$ cat config.mk
export PLATFORM = sky130hd
export DESIGN_NAME = bblur_queue
export DESIGN_NICKNAME = d
export VERILOG_FILES = /design/src/hw/rtl/bblur_pkg.sv /design/src/hw/rtl/bblur_queue.sv
export SDC_FILE = /design/constraint.sdc
export NUM_CORES = 1
export LEC_CHECK = 0
export BUFFER_PORTS_ARGS = -buffer_cell sky130_fd_sc_hd__buf_2
export CAP_MARGIN = 20
export CORE_UTILIZATION = 55
export CTS_BUF_LIST = sky130_fd_sc_hd__clkbuf_16
export DETAILED_ROUTE_END_ITERATION = 6
export GPL_TIMING_DRIVEN = 0
export PLACE_DENSITY = 0.74
export SETUP_SLACK_MARGIN = 0.1
export SYNTH_ARGS = -nofsm -noshare
export SYNTH_HDL_FRONTEND = slang
export SYNTH_SLANG_ARGS = --single-unit
$ cat constraint.sdc
create_clock -name clk -period 7.5 [get_ports clk]
set_input_delay 1.5 -clock clk [delete_from_list [all_inputs] [get_ports clk]]
set_output_delay 1.5 -clock clk [all_outputs]
set_load 0.1 [all_outputs]
$ cat src/hw/rtl/bblur_pkg.sv
// ----------------------------------------------------------------------------
// bblur_pkg: shared types and constants for the 3x3 box blur
// Pixel and column-entry types, register indexes and divider constants.
// ----------------------------------------------------------------------------
package bblur_pkg;

  typedef struct packed {
    logic [7:0] red;
    logic [7:0] green;
    logic [7:0] blue;
  } pix_t;

  localparam int PIX_W = $bits(pix_t);

  // which neighbour rows/columns lie inside the image
  typedef struct packed {
    logic row_top;
    logic row_bot;
    logic col_left;
    logic col_right;
  } nbr_mask_t;

  // one classified beat handed from front end to back end
  typedef struct packed {
    pix_t      top;
    pix_t      mid;
    pix_t      bot;
    logic      emit;
    logic      last;
    nbr_mask_t mask;
  } col_entry_t;

  localparam int CFG_ADDR_W     = 1;
  localparam int CFG_DATA_W     = 13;
  localparam int WIDTH_FIELD_W  = 11;
  localparam int HEIGHT_FIELD_W = 13;

  localparam logic [CFG_ADDR_W-1:0] REG_IMAGE_WIDTH  = 1'b0;
  localparam logic [CFG_ADDR_W-1:0] REG_IMAGE_HEIGHT = 1'b1;

  localparam int RESET_WIDTH  = 640;
  localparam int RESET_HEIGHT = 480;

  localparam int QUEUE_DEPTH = 4;

  // sum of up to nine 8-bit samples plus rounding term
  localparam int SUM_W       = 12;
  localparam int RECIP_W     = 13;
  localparam int RECIP_SHIFT = 15;
  localparam logic [RECIP_W-1:0] RECIP6 = 13'd5462;
  localparam logic [RECIP_W-1:0] RECIP9 = 13'd3641;

endpackage

$ cat src/hw/rtl/bblur_queue.sv
// ----------------------------------------------------------------------------
// bblur_queue: short queue between front end and back end
// Holds classified column beats; reports room for one beat still in flight.
// ----------------------------------------------------------------------------
module bblur_queue (
  input  logic                  clk,
  input  logic                  rst,
  input  logic                  push,
  input  bblur_pkg::col_entry_t push_data,
  input  logic                  pop,
  output bblur_pkg::col_entry_t head,
  output logic                  not_empty,
  output logic                  room
);

  localparam int DEPTH = bblur_pkg::QUEUE_DEPTH;
  localparam int PTR_W = $clog2(DEPTH);
  localparam int CNT_W = $clog2(DEPTH + 1);

  bblur_pkg::col_entry_t slots [DEPTH];
  logic [PTR_W-1:0]      wr_ptr;
  logic [PTR_W-1:0]      rd_ptr;
  logic [CNT_W-1:0]      count;

  assign head      = slots[rd_ptr];
  assign not_empty = count != '0;
  // front end has one beat in flight behind the accept
  assign room      = count <= CNT_W'(DEPTH - 2);

  always_ff @(posedge clk) begin
    if (rst) begin
      wr_ptr <= '0;
      rd_ptr <= '0;
      count  <= '0;
    end else begin
      if (push) begin
        wr_ptr <= wr_ptr + PTR_W'(1);
      end
      if (pop) begin
        rd_ptr <= rd_ptr + PTR_W'(1);
      end
      if (push && !pop) begin
        count <= count + CNT_W'(1);
      end else if (pop && !push) begin
        count <= count - CNT_W'(1);
      end
    end
  end

  always_ff @(posedge clk) begin
    if (push) begin
      slots[wr_ptr] <= push_data;
    end
  end

  a_no_overflow: assert property (@(posedge clk) disable iff (rst)
    !(push && (count == CNT_W'(DEPTH))))
    else $error("push into full queue");

  a_no_underflow: assert property (@(posedge clk) disable iff (rst)
    !(pop && (count == '0)))
    else $error("pop from empty queue");

endmodule

# Yosys cells after proc, flatten, opt, wreduce, memory -nomap -nowiden
# Memories as Yosys holds them, arrays and structs flattened. A register that Yosys moved wholly into a read port is not among the register bits.
# Index checks and enable logic that the tools add are counted.
dict set report totals {
  regBits 7
  word_cells 21
  memories 1
  inputBits 82
  output_inout_bits 80
  ram_bits 312
}
# memory depth width rd rd_ports_with_merged_regs write_ports line_no
set memory_table {}
lappend memory_table {slots 4 78 1 1 1 bblur_queue.sv:20} ;# bblur_pkg::col_entry_t slots [DEPTH];
dict set report classes {
  addsub 4
  order_cmp 1
  mux 6
  reduce_logical 6
}
# op n
set op_table {}
lappend op_table {{two-way mux 3 bit} 2}
lappend op_table {{adder 2 x 1 -> 2 bit, second input constant} 2}
lappend op_table {{two-way mux 2 bit} 2}
lappend op_table {{adder 3 x 1 -> 3 bit, second input constant} 1}
lappend op_table {{<= comparator 3 x 2 -> 1 bit, second input constant} 1}
lappend op_table {{nonzero test 3 bit} 1}
lappend op_table {{subtractor 3 x 1 -> 3 bit, second input constant} 1}
lappend op_table {{logical AND 1 bit} 2}
lappend op_table {{zero test 1 bit} 2}
lappend op_table {{two-way mux 1 bit} 2}
lappend op_table {{nonzero test 2 bit} 1}

# Logic depth before layout (Yosys ltp)
dict set report depth {
  depth_word 4
  ltp_mapped 7
}

# Least setup slack after synthesis
# OpenSTA, ideal clock, no wires.
dict set report synth_path {
  path_type {input -> register}
  from {input port push}
  to {memory slots[0][0] (netlist name), enable pin}
  path_buffers 0
  stages 1
  arrival_ns 3.319
  setup_ns 0.445
  path_slack_ns 3.737
  required_ns 7.055
  cell_sequence {and2_1}
}
dict set report synth_between {
  elab_chain_len 2
}
# element line_no
set synth_rtl {}
lappend synth_rtl {{start, declared} bblur_queue.sv:8} ;# input logic push,
lappend synth_rtl {{two-way mux 1 bit} bblur_queue.sv:51} ;# if (push) begin
lappend synth_rtl {{two-way mux 1 bit (implied by the code)} bblur_queue.sv:52} ;# slots[wr_ptr] <= push_data;
lappend synth_rtl {{end, declared} bblur_queue.sv:20}
# No other way between the ends.

==> results.md <==
* Core footprint at 20600 µm²
* Final Core Density at approximately two thirds
* Number of enable flip-flop cells after synthesis at 312
* Skew-Pair Late Insertion Delay at 0.53 ns
* Mean Syn Cell Area at 25.9 µm²
* Synth top cells by count: 312 x edfxtp_1, 78 x mux4_2, 9 x dfxtp_1, 7 x nor2_1, 6 x clkbuf_1
* Num CTS Buffers at 31
* Overall routing resource usage at 19.0%
* DRT Pass-1 Iters at 4
* CTS tree: built
* Mapped Area at 11700 µm²
* Post-route ant nets at 0
* Hold Slack at 0.545 ns
* DRT iter0 DRCs at 342
* Via-per-instance ratio at approximately 5.5
* GR Layer Usage met2 at about a third
* Longest Clk Path Bufs at 3
* Die area at between 20000 and 25000 µm²
* Main synth FF type: edfxtp_1
* Die width at ~150 µm
* Port bufs at 160
* Min cycle time layout at approximately 3.9 ns
* First-pass GRT wire length at 31.1 mm
* Placed Cells at 886
* Post-CTS Hold Buffers at 0
* Worst Path Max Fanout at 10
* Initial antenna violation count at 2
* Largest net degree at the start of global routing at 47
* Global Route met3 Usage at ~3.9%
* Synth area leader: edfxtp_1
* Initial Utilization at between 50 and 60%
* Critical path class: reg2out
* Critical path launch point type: flop
* Synth top area cells: edfxtp_1 80%, mux4_2 15%, dfxtp_1 1.5%
* Max-slew headroom at 49.7%
* Post-detail-place hpwl at approximately 12 mm
* Endpoints failing hold at 0
* Clock skew at approximately 0.0064 ns
* Synth Warn # at 0
* Post-Layout Cell Count at 943
* Fin nets at 737
* Row cnt at 52
* Post-CTS setup buffers at 0
* Root buf cell: clkbuf_16
* RSZ-0062 raised after global routing: no
* Crit. End Element: output pin
* Critical path arrival at 2.42 ns
* Final Max Slew Viols at 0
* Worst hold path class: reg2reg
* Synth unique cells at 20
* Clock-pin transition on the worst setup and hold timing paths at 0.06 ns
* Routed Wire Length at 19.8 mm
* Status: finished clean
* I/O pins at 162
* Met1 Use GR at between 20% and 30%
* Resized Gates After CTS at 0
* Final setup TNS at 0 ns
* DRC errors left at 0
* Ys async rst share at 0%
* Endpoints failing setup at 0
* Most numerous cell in the Yosys netlist: edfxtp_1
* GPL Wtd Cong at 0.734
* Worst-Margin Slew at 0.754 ns
* Leakage at ~0.0047 µW
* Pwr dens at 313 nW/µm²
* Tcrit/Tclk final at 52.3%
* Synth Net Count at 540
* Vias in the first global route at 5686
* Register bit total from synthesis at 321
* Synth top area share at 80.1%
* Fill count at around 1300
* Die Y at ~150 µm
* Synthesized instance count at about 450
* Total number of H-tree levels at 1
* Most used routing layer: met2
* CTS sink cnt at between 300 and 400
* Register area share after synthesis at 81.6%
* Power Total at 4350 µW
* Top achievable clock speed at 0.255 GHz
* Vias at 5209
* CP required at 6.00 ns
* Layout area overhead at 18.9%
* Layout cells sized above 1 at 45.5%
* Max-cap violations at 0
* Max IR drop VDD at 0.205 mV
* Total grt overflow at 0
* WL/cell at between 20 and 25 µm
==> layout by cell type (no fill, tap or decap), drive strengths merged, types with 3 or more instances in the layout <==
cell / instances
nor2: 7
and2: 4
inv: 7
clkinv: 18
xor2: 3
dfxtp: 9
edfxtp: 312
ha: 5
clkbuf: 37
mux4: 78
buf: 177
==> metrics by stage <==
stage	cell area, µm²	worst slack [ns]
6_report	13900	3.58
5_1_grt	13900	3.46
4_1_cts	13900	3.51
3_5_place_dp	13000	4.10
3_3_place_gp	12800	2.20
2_1_floorplan	11700	3.74
==> critical path: stages, from the launching register on <==
cell and delay [ns]:
dfxtp_1 0.30, buf_2 0.19, clkbuf_1 0.60, mux4_2 0.33
buf_2 0.45
==> metal layers <==
layer  vias to the layer above  wire length, µm
met5                         -               13
li1                       2328                -
met4                         2              393
met3                        30             1520
met2                       178            10100
met1                      2671             7740
==> path summary, 6_finish.rpt <==
kind / endpoint / cells past startpoint / startpoint / slack [ns]
max: head[37] / 4 / flop / 3.58
min reg2reg: rd_ptr[1] / 2 / rd_ptr[1] / 0.54
max reg2reg: slots[2][74] / 4 / wr_ptr[0] / 5.69
min: rd_ptr[1] / 2 / rd_ptr[1] / 0.54
==> flip-flops by register name, summed over array words and instances, names as in the netlist, named ones only <==
register,flops
rd_ptr,2
wr_ptr,2
slots,312
count,3
==> where the power goes <==
part           leakage, µW  switching (µW)  internal [µW]
clock             0.000483             604            816
sequential         0.00294            21.1           2060
combinational      0.00132             669            184
total              0.00474            1290           3060
==> kinds of logic (layout without fill, tap and decap cells) <==
logic type                 count (synthesis)  after routing  synth area share [%]
xor gates and xnor gates                   5              5                 0.374
buffers and inverters                     23            243                  1.42
AOI/OAI and AO/OA                          3              3                 0.128
DFF                                      321            321                  81.6
adders and majority gates                  6              6                 0.706
muxes                                     80             80                  15.2
and+or+nand+nor                           14             14                 0.577
other                                      0              1                     0
==> layout make-up <==
cell class | instances | area (µm²) | area share, %
antenna | 1 | 2.50 | 0.0180
buffer | 19 | 151 | 1.09
clock buffer | 31 | 776 | 5.58
clock inverter | 25 | 173 | 1.24
inverter | 4 | 15.0 | 0.108
multi-input combinational | 108 | 2000 | 14.3
sequential | 321 | 9550 | 68.6
tap | 270 | 338 | 2.43
timing repair buffer | 164 | 911 | 6.55
(Power assumes the default switching activity.)
