[src/hw/rtl/bblur_pkg.sv]
// ----------------------------------------------------------------------------
// bblur_pkg: shared types and constants for the 3x3 box blur
// Pixel and column-entry types, register indexes and divider constants.
// ----------------------------------------------------------------------------
package bblur_pkg;

  typedef struct packed {
    logic [7:0] red;
    logic [7:0] green;
    logic [7:0] blue;
  } pix_t;

  localparam int PIX_W = $bits(pix_t);

  // which neighbour rows/columns lie inside the image
  typedef struct packed {
    logic row_top;
    logic row_bot;
    logic col_left;
    logic col_right;
  } nbr_mask_t;

  // one classified beat handed from front end to back end
  typedef struct packed {
    pix_t      top;
    pix_t      mid;
    pix_t      bot;
    logic      emit;
    logic      last;
    nbr_mask_t mask;
  } col_entry_t;

  localparam int CFG_ADDR_W     = 1;
  localparam int CFG_DATA_W     = 13;
  localparam int WIDTH_FIELD_W  = 11;
  localparam int HEIGHT_FIELD_W = 13;

  localparam logic [CFG_ADDR_W-1:0] REG_IMAGE_WIDTH  = 1'b0;
  localparam logic [CFG_ADDR_W-1:0] REG_IMAGE_HEIGHT = 1'b1;

  localparam int RESET_WIDTH  = 640;
  localparam int RESET_HEIGHT = 480;

  localparam int QUEUE_DEPTH = 4;

  // sum of up to nine 8-bit samples plus rounding term
  localparam int SUM_W       = 12;
  localparam int RECIP_W     = 13;
  localparam int RECIP_SHIFT = 15;
  localparam logic [RECIP_W-1:0] RECIP6 = 13'd5462;
  localparam logic [RECIP_W-1:0] RECIP9 = 13'd3641;

endpackage

[src/hw/rtl/bblur_back.sv]
// ----------------------------------------------------------------------------
// bblur_back: window, neighbourhood sums and rounded mean
// Shifts the 3x3 window per beat, sums masked taps, divides by 4, 6 or 9.
// ----------------------------------------------------------------------------
module bblur_back (
  input  logic                  clk,
  input  logic                  rst,
  input  logic                  restart,
  input  logic                  q_valid,
  input  bblur_pkg::col_entry_t q_head,
  output logic                  q_pop,
  output logic                  out_valid,
  input  logic                  out_ready,
  output logic [7:0]            out_red,
  output logic [7:0]            out_green,
  output logic [7:0]            out_blue,
  output logic                  frame_end
);

  localparam int SW = bblur_pkg::SUM_W;
  localparam int MW = bblur_pkg::SUM_W + bblur_pkg::RECIP_W;
  localparam int RS = bblur_pkg::RECIP_SHIFT;

  function automatic logic [7:0] pick_chan(bblur_pkg::pix_t p, logic [1:0] sel);
    logic [7:0] v;
    unique case (sel)
      2'd0:    v = p.red;
      2'd1:    v = p.green;
      default: v = p.blue;
    endcase
    return v;
  endfunction

  bblur_pkg::pix_t win_old [3];
  bblur_pkg::pix_t win_new [3];
  bblur_pkg::pix_t cols [3][3];
  logic            col_on [3];
  logic            row_on [3];
  logic [SW-1:0]   sum_next [3];

  logic          a_valid;
  logic          a_emit;
  logic          a_last;
  logic          a_rows3;
  logic          a_cols3;
  logic [SW-1:0] a_sum [3];

  logic          out_take;
  logic          a_moves;
  logic          a_free;
  logic [SW-1:0] num [3];
  logic [MW-1:0] prod [3];
  logic [7:0]    quot [3];

  assign out_take = !out_valid || out_ready;
  assign a_moves  = a_valid && (!a_emit || out_take);
  assign a_free   = !a_valid || a_moves;
  assign q_pop    = q_valid && a_free;

  always_comb begin
    cols[0]   = win_old;
    cols[1]   = win_new;
    cols[2][0] = q_head.top;
    cols[2][1] = q_head.mid;
    cols[2][2] = q_head.bot;
    col_on[0] = q_head.mask.col_left;
    col_on[1] = 1'b1;
    col_on[2] = q_head.mask.col_right;
    row_on[0] = q_head.mask.row_top;
    row_on[1] = 1'b1;
    row_on[2] = q_head.mask.row_bot;
    for (int k = 0; k < 3; k++) begin
      sum_next[k] = '0;
      for (int c = 0; c < 3; c++) begin
        for (int r = 0; r < 3; r++) begin
          if (col_on[c] && row_on[r]) begin
            sum_next[k] = sum_next[k] + SW'(pick_chan(cols[c][r], 2'(k)));
          end
        end
      end
    end
  end

  always_ff @(posedge clk) begin
    if (rst || restart) begin
      for (int i = 0; i < 3; i++) begin
        win_old[i] <= '0;
        win_new[i] <= '0;
      end
    end else if (q_pop) begin
      if (q_head.last) begin
        for (int i = 0; i < 3; i++) begin
          win_old[i] <= '0;
          win_new[i] <= '0;
        end
      end else begin
        win_old    <= win_new;
        win_new[0] <= q_head.top;
        win_new[1] <= q_head.mid;
        win_new[2] <= q_head.bot;
      end
    end
  end

  always_ff @(posedge clk) begin
    if (rst) begin
      a_valid <= 1'b0;
    end else if (q_pop) begin
      a_valid <= 1'b1;
    end else if (a_moves) begin
      a_valid <= 1'b0;
    end
  end

  always_ff @(posedge clk) begin
    if (q_pop) begin
      a_emit  <= q_head.emit;
      a_last  <= q_head.last;
      a_rows3 <= q_head.mask.row_top && q_head.mask.row_bot;
      a_cols3 <= q_head.mask.col_left && q_head.mask.col_right;
      a_sum   <= sum_next;
    end
  end

  // round half up: (sum + n/2) / n, n in {4, 6, 9}
  always_comb begin
    for (int k = 0; k < 3; k++) begin
      unique case ({a_rows3, a_cols3})
        2'b00: begin
          num[k]  = a_sum[k] + SW'(2);
          prod[k] = '0;
          quot[k] = num[k][9:2];
        end
        2'b11: begin
          num[k]  = a_sum[k] + SW'(4);
          prod[k] = MW'(num[k]) * MW'(bblur_pkg::RECIP9);
          quot[k] = prod[k][RS+7:RS];
        end
        2'b01, 2'b10: begin
          num[k]  = a_sum[k] + SW'(3);
          prod[k] = MW'(num[k]) * MW'(bblur_pkg::RECIP6);
          quot[k] = prod[k][RS+7:RS];
        end
      endcase
    end
  end

  always_ff @(posedge clk) begin
    if (rst) begin
      out_valid <= 1'b0;
    end else if (a_valid && a_emit && out_take) begin
      out_valid <= 1'b1;
    end else if (out_ready) begin
      out_valid <= 1'b0;
    end
  end

  always_ff @(posedge clk) begin
    if (a_valid && a_emit && out_take) begin
      out_red   <= quot[0];
      out_green <= quot[1];
      out_blue  <= quot[2];
      frame_end <= a_last;
    end
  end

endmodule

[config.mk]
export PLATFORM = sky130hd
export DESIGN_NAME = bblur_back
export DESIGN_NICKNAME = d
export VERILOG_FILES = /design/src/hw/rtl/bblur_pkg.sv /design/src/hw/rtl/bblur_back.sv
export SDC_FILE = /design/constraint.sdc
export NUM_CORES = 2
export LEC_CHECK = 0
export BUFFER_PORTS_ARGS = -buffer_cell sky130_fd_sc_hd__buf_2
export CAP_MARGIN = 20
export CORE_MARGIN = 2
export CORE_UTILIZATION = 35
export CTS_CLUSTER_SIZE = 14
export DETAILED_ROUTE_END_ITERATION = 8
export PLACE_DENSITY = 0.47
export SETUP_SLACK_MARGIN = 0.05
export SYNTH_ARGS = -nofsm -noshare
export SYNTH_HDL_FRONTEND = slang
export SYNTH_SLANG_ARGS = --single-unit
[constraint.sdc]
create_clock -name clk -period 15.8 [get_ports clk]
set_input_delay 1.58 -clock clk [delete_from_list [all_inputs] [get_ports clk]]
set_output_delay 1.58 -clock clk [all_outputs]
set_load 0.01 [all_outputs]
Yosys cells after proc, flatten, opt, wreduce, memory -nomap -nowiden. Cells that the tools add are included.

Input bits: 83. Output and inout port bits: 27. Logic and storage cells: 148. Bits in registers: 211.

Reductions and logical operators: 21. Mux-type cells: 54. Equal/unequal tests: 3. Multipliers: 6. $add $sub $neg: 33.

Operator list (count): $add 12x8->12 (23); $mux 12 (20); $mux 8 (24); $mux 72 (2); $pmux 8 s3 (3); $mul 12x12->23 const B (3); $mul 12x12->22 const B (3); $add 12x2->12 const B (3); $add 12x3->12 const B (3); $add 10x2->10 const B (3); $logic_and 1x1->1 (10); $add 8x8->9 (1); $mux 9 (1); $eq 2x2->1 const B (2); $logic_or 1x1->1 (4); $mux 1 (4); $reduce_bool 2->1 (2); $logic_not 1->1 (3); $eq 2x1->1 const B (1); $logic_not 2->1 (1); $reduce_or 2->1 (1).

Logic depth before layout (Yosys ltp).
Depth after elaboration: 17. Mapped depth: 51.

Worst setup path after synthesis. No wires, ideal clock.

Path type: input-to-reg. Start point: input port q_head[1] (netlist name). End point: register a_sum[23] (netlist name), data pin. Setup slack: 5.581 ns. Stages: 48. Arrival time: 9.944 ns. Cells stage by stage: buf_6 clkbuf_1 clkbuf_1 clkbuf_1 and3_1 ha_1 inv_1 fa_1 xnor2_1 xnor2_1 nand2_1 inv_1 ha_1 a21oi_1 xnor2_1 o21ai_0 ha_1 o21ai_0 [12 not listed] o21a_1 nor2_1 xnor2_1 nor2_1 a21oi_1 ha_1 o21ai_0 o21ai_0 and2_1 o21a_1 or3b_2 o21ai_0 ha_1 a21oi_1 or3_1 nor3_1 mux2i_1 o221ai_1.

RTL lines: start: declaration (RTL line bblur_back.sv:10) `input bblur_pkg::col_entry_t q_head,`; end signal: assignment (RTL line bblur_back.sv:121) `a_sum <= sum_next;`; end: declaration (RTL line bblur_back.sv:46) `logic [SW-1:0] a_sum [3];`.

==> reports/metrics.yaml <==
finish:
  drive_gt1_share_pct: 6.68
  syn2layout_area_growth_pct: 8.60
  layout_common_cells: "ha_1 (625), inv_1 (515), nor2_1 (325), a21oi_1 (314), fa_1 (225)"
  nets: 4714
  stdcell_area_mm2: 0.0351
  final_common_cell: "ha_1"
pwr:
  powerDensity_mw_per_mm2: 198
  p_seq_share_pct: 9.6
  power_frac_comb_pct: 79.7
  p_int_mw: 3.53
  switching_power_mw: 3.42
  clockPowerShare_pct: 10.6
  p_leak_nw: 16.8
  vdd_drop_max_uv: 185
  swShare_pct: 49.2
logic_synthesis:
  syn_area_per_cell_um2: 8.61
  synth_top_area_share_pct: 24.3
  yosysTopAreaCell: "ha_1"
  syn_nets: 4686
  yosysUniqueCellTypes: 86
  synth-seq-cells: 211
  synth_edf_count: 65
  yosys_warnings: 0
  yosysSeqAreaShare_pct: 15.1
  synth_area_leaders: "ha_1 (24%), fa_1 (14%), dfxtp_1 (9.1%)"
  synthArstFlopShare_pct: 0
  netlist_area_mm2: 0.0323
  synth_ff_type: "dfxtp_1"
  postSynthCellCount: 3752
die:
  die_h_um: 308
  core_area_mm2: 0.0915
  die_area_mm2: 0.0947
  rows: 111
  start_util_pct: 35.3
  fp.dieW_um: 308
  num_io_pins: 110
flow_run:
  cap_viol_max_count: 0
route:
  drtIter0Drc: 1215
  wl_mm: 84.9
  wire_per_inst_um: 17.0
  dr.pass1.iters: 5
  drc: 0
  vias_per_cell: 4.95
  vias: 24700
  ant_nets: 0
placed_design:
  placed_cell_area_mm2: 0.0340
  place_congestion: 0.828
  io_buffer_count: 109
  hpwl_mm: 69.7
setup_path:
  crit_path_max_fanout: 54
  r2r_slack_ps: 6870
  crit_path_end: "a_sum[11]"
  rr_startpoint: "cols[192]"
  r2r-end: "a_sum[11]"
  worst-endpoint-required_ps: 16160
  critPathMaxStageDelay_ps: 480
  arrival_ps: 10720
  cp-startpoint: "q_head[1]"
  endpoint_kind: "register"
  reg2regPathDepth: 44
  critPathLaunchType: "input pin"
  crit_type: "in2reg"
  path_common_cell: "ha_1"
  worst_path_max_delay_cell: "buf_4"
clock_network:
  cts_root_buf: "clkbuf_16"
  cts_setup_buffers: 0
  post_cts_hold_buffer_count: 0
  clkSlewWorstSetupHoldPaths_ps: 60
  post_cts_resized: 0
  cts_max_level: 1
  cts_tree: "yes"
  clock_latency_ps: 620
  cts.sinks: 211
  cts_made_buffers: 31
  cts_buffer_depth: 3
timing:
  fmax_ghz: 0.0965
  rsz0062_at_grt: "no"
  drv_slew: 0
  slew_headroom_pct: 27.0
  tightest_slew_ps: 1090
  setup-tns-final_ps: 0
  period_needed_ps: 10360
  setup_violations: 0
  hold_viol_final: 0
  final.setup_skew_ps: 32.2
  post-route-period-util_pct: 65.6
global_routing:
  grt_pass1_wl_mm: 135
  track_usage_pct: 17.9
  overflow: 0
  grt_pass1_vias: 24140
  grt_max_degree: 232
  antenna_found_initial: 13
run_status:
  status: "completed"
worst_hold_path:
  hold_class: "reg2reg"
## area by class of cell
cell class / instances / area, um^2
timing repair buffer: 127 / 699
clock buffer: 39 / 877
tap: 1186 / 1480
clock inverter: 18 / 193
multi-input combinational: 2892 / 25000
antenna: 3 / 7.51
sequential: 211 / 4870
inverter: 517 / 1940
fill: 9331 / 56500
## flip-flops by register name, summed over array words and instances, names as in the netlist
name	cells
out_blue	8
out_red	8
a_last	1
a_valid	1
a_emit	1
a_cols3	1
out_valid	1
out_green	8
a_rows3	1
cols	144
a_sum	36
frame_end	1
## worst max-delay path: cells and delay by family
family / cells / cell delay, ps
multiplexers: 1 / 270
buffers and inverters: 5 / 910
AND/OR/NAND/NOR: 11 / 1860
adder cells (fa/ha/maj): 9 / 2790
XOR/XNOR: 5 / 750
AO/OA/AOI/OAI: 15 / 2530
## worst min path at each step
stage,slack [ps],cells past startpoint,from,endpoint
global route,450,0,a_last,frame_end
detailed placement,410,0,a_last,frame_end
floorplan,400,0,a_last,frame_end
CTS,430,0,a_last,frame_end
finish,420,0,a_last,frame_end
global placement,410,0,a_last,frame_end
## stage by stage
stage / setup slack, ps / hold WS [ps] / total power, mW / utilization, % / cells
floorplan: 5580 / 400 / 4.89 / - / 3752
global placement: 5000 / 406 / 6.28 / 37.1 / 4933
detailed placement: 4770 / 412 / 6.27 / 37.1 / 4933
CTS: 5440 / 426 / 7.10 / 38.3 / 4990
global route: 4380 / 451 / 7.94 / 38.3 / 4990
finish: 5440 / 424 / 6.95 / 38.3 / 4993
## power by group through the flow
| stage | logic (mW) | clock network [mW] | registers [mW] |
|---|---|---|---|
| 6_report | 5.54 | 0.740 | 0.668 |
| 3_3_place_gp | 5.60 | 0 | 0.680 |
| 3_5_place_dp | 5.58 | 0 | 0.680 |
| 2_1_floorplan | 4.23 | 0 | 0.657 |
| 4_1_cts | 5.66 | 0.769 | 0.669 |
| 5_1_grt | 6.48 | 0.786 | 0.672 |
## cell families after synthesis
kind of cell | share of synthesized area (%)
simple gates | 14.1
mux | 2.07
xor+xnor | 8.20
buf+inv | 7.57
fa+ha+maj | 38.3
compound gates | 14.6
flops | 15.1
## routing by layer
layer	vias up	track usage, %	wire length, um
met5	-	0	19
met4	4	3.06	1350
met3	71	1.86	2950
met2	260	28.7	37300
met1	11537	26.2	43300
li1	12828	-	-
## synthesized netlist by cell type, drive strengths merged, types with 4 or more instances
cell     number
o22ai        14
a221oi       15
a21o         55
and2         20
o31a          7
buf          10
o211ai        9
a21oi       315
a31oi        11
maj3          4
a21boi       19
dfxtp       146
nor3b       133
nand4        18
xnor2       202
clkbuf      122
o21ai       175
edfxtp       65
and3         32
o21a         48
xor2         93
o31ai        14
nor2b        67
mux2         30
a22oi         8
or3           8
nand2       142
nand2b       24
nor3         67
inv         516
nor2        326
nand3b        7
or2          10
mux2i        32
ha          626
fa          225
o21bai       28
a211oi       28
o2bb2ai       4
nand3        33
No activity file was read; power rests on OpenSTA's default activity.
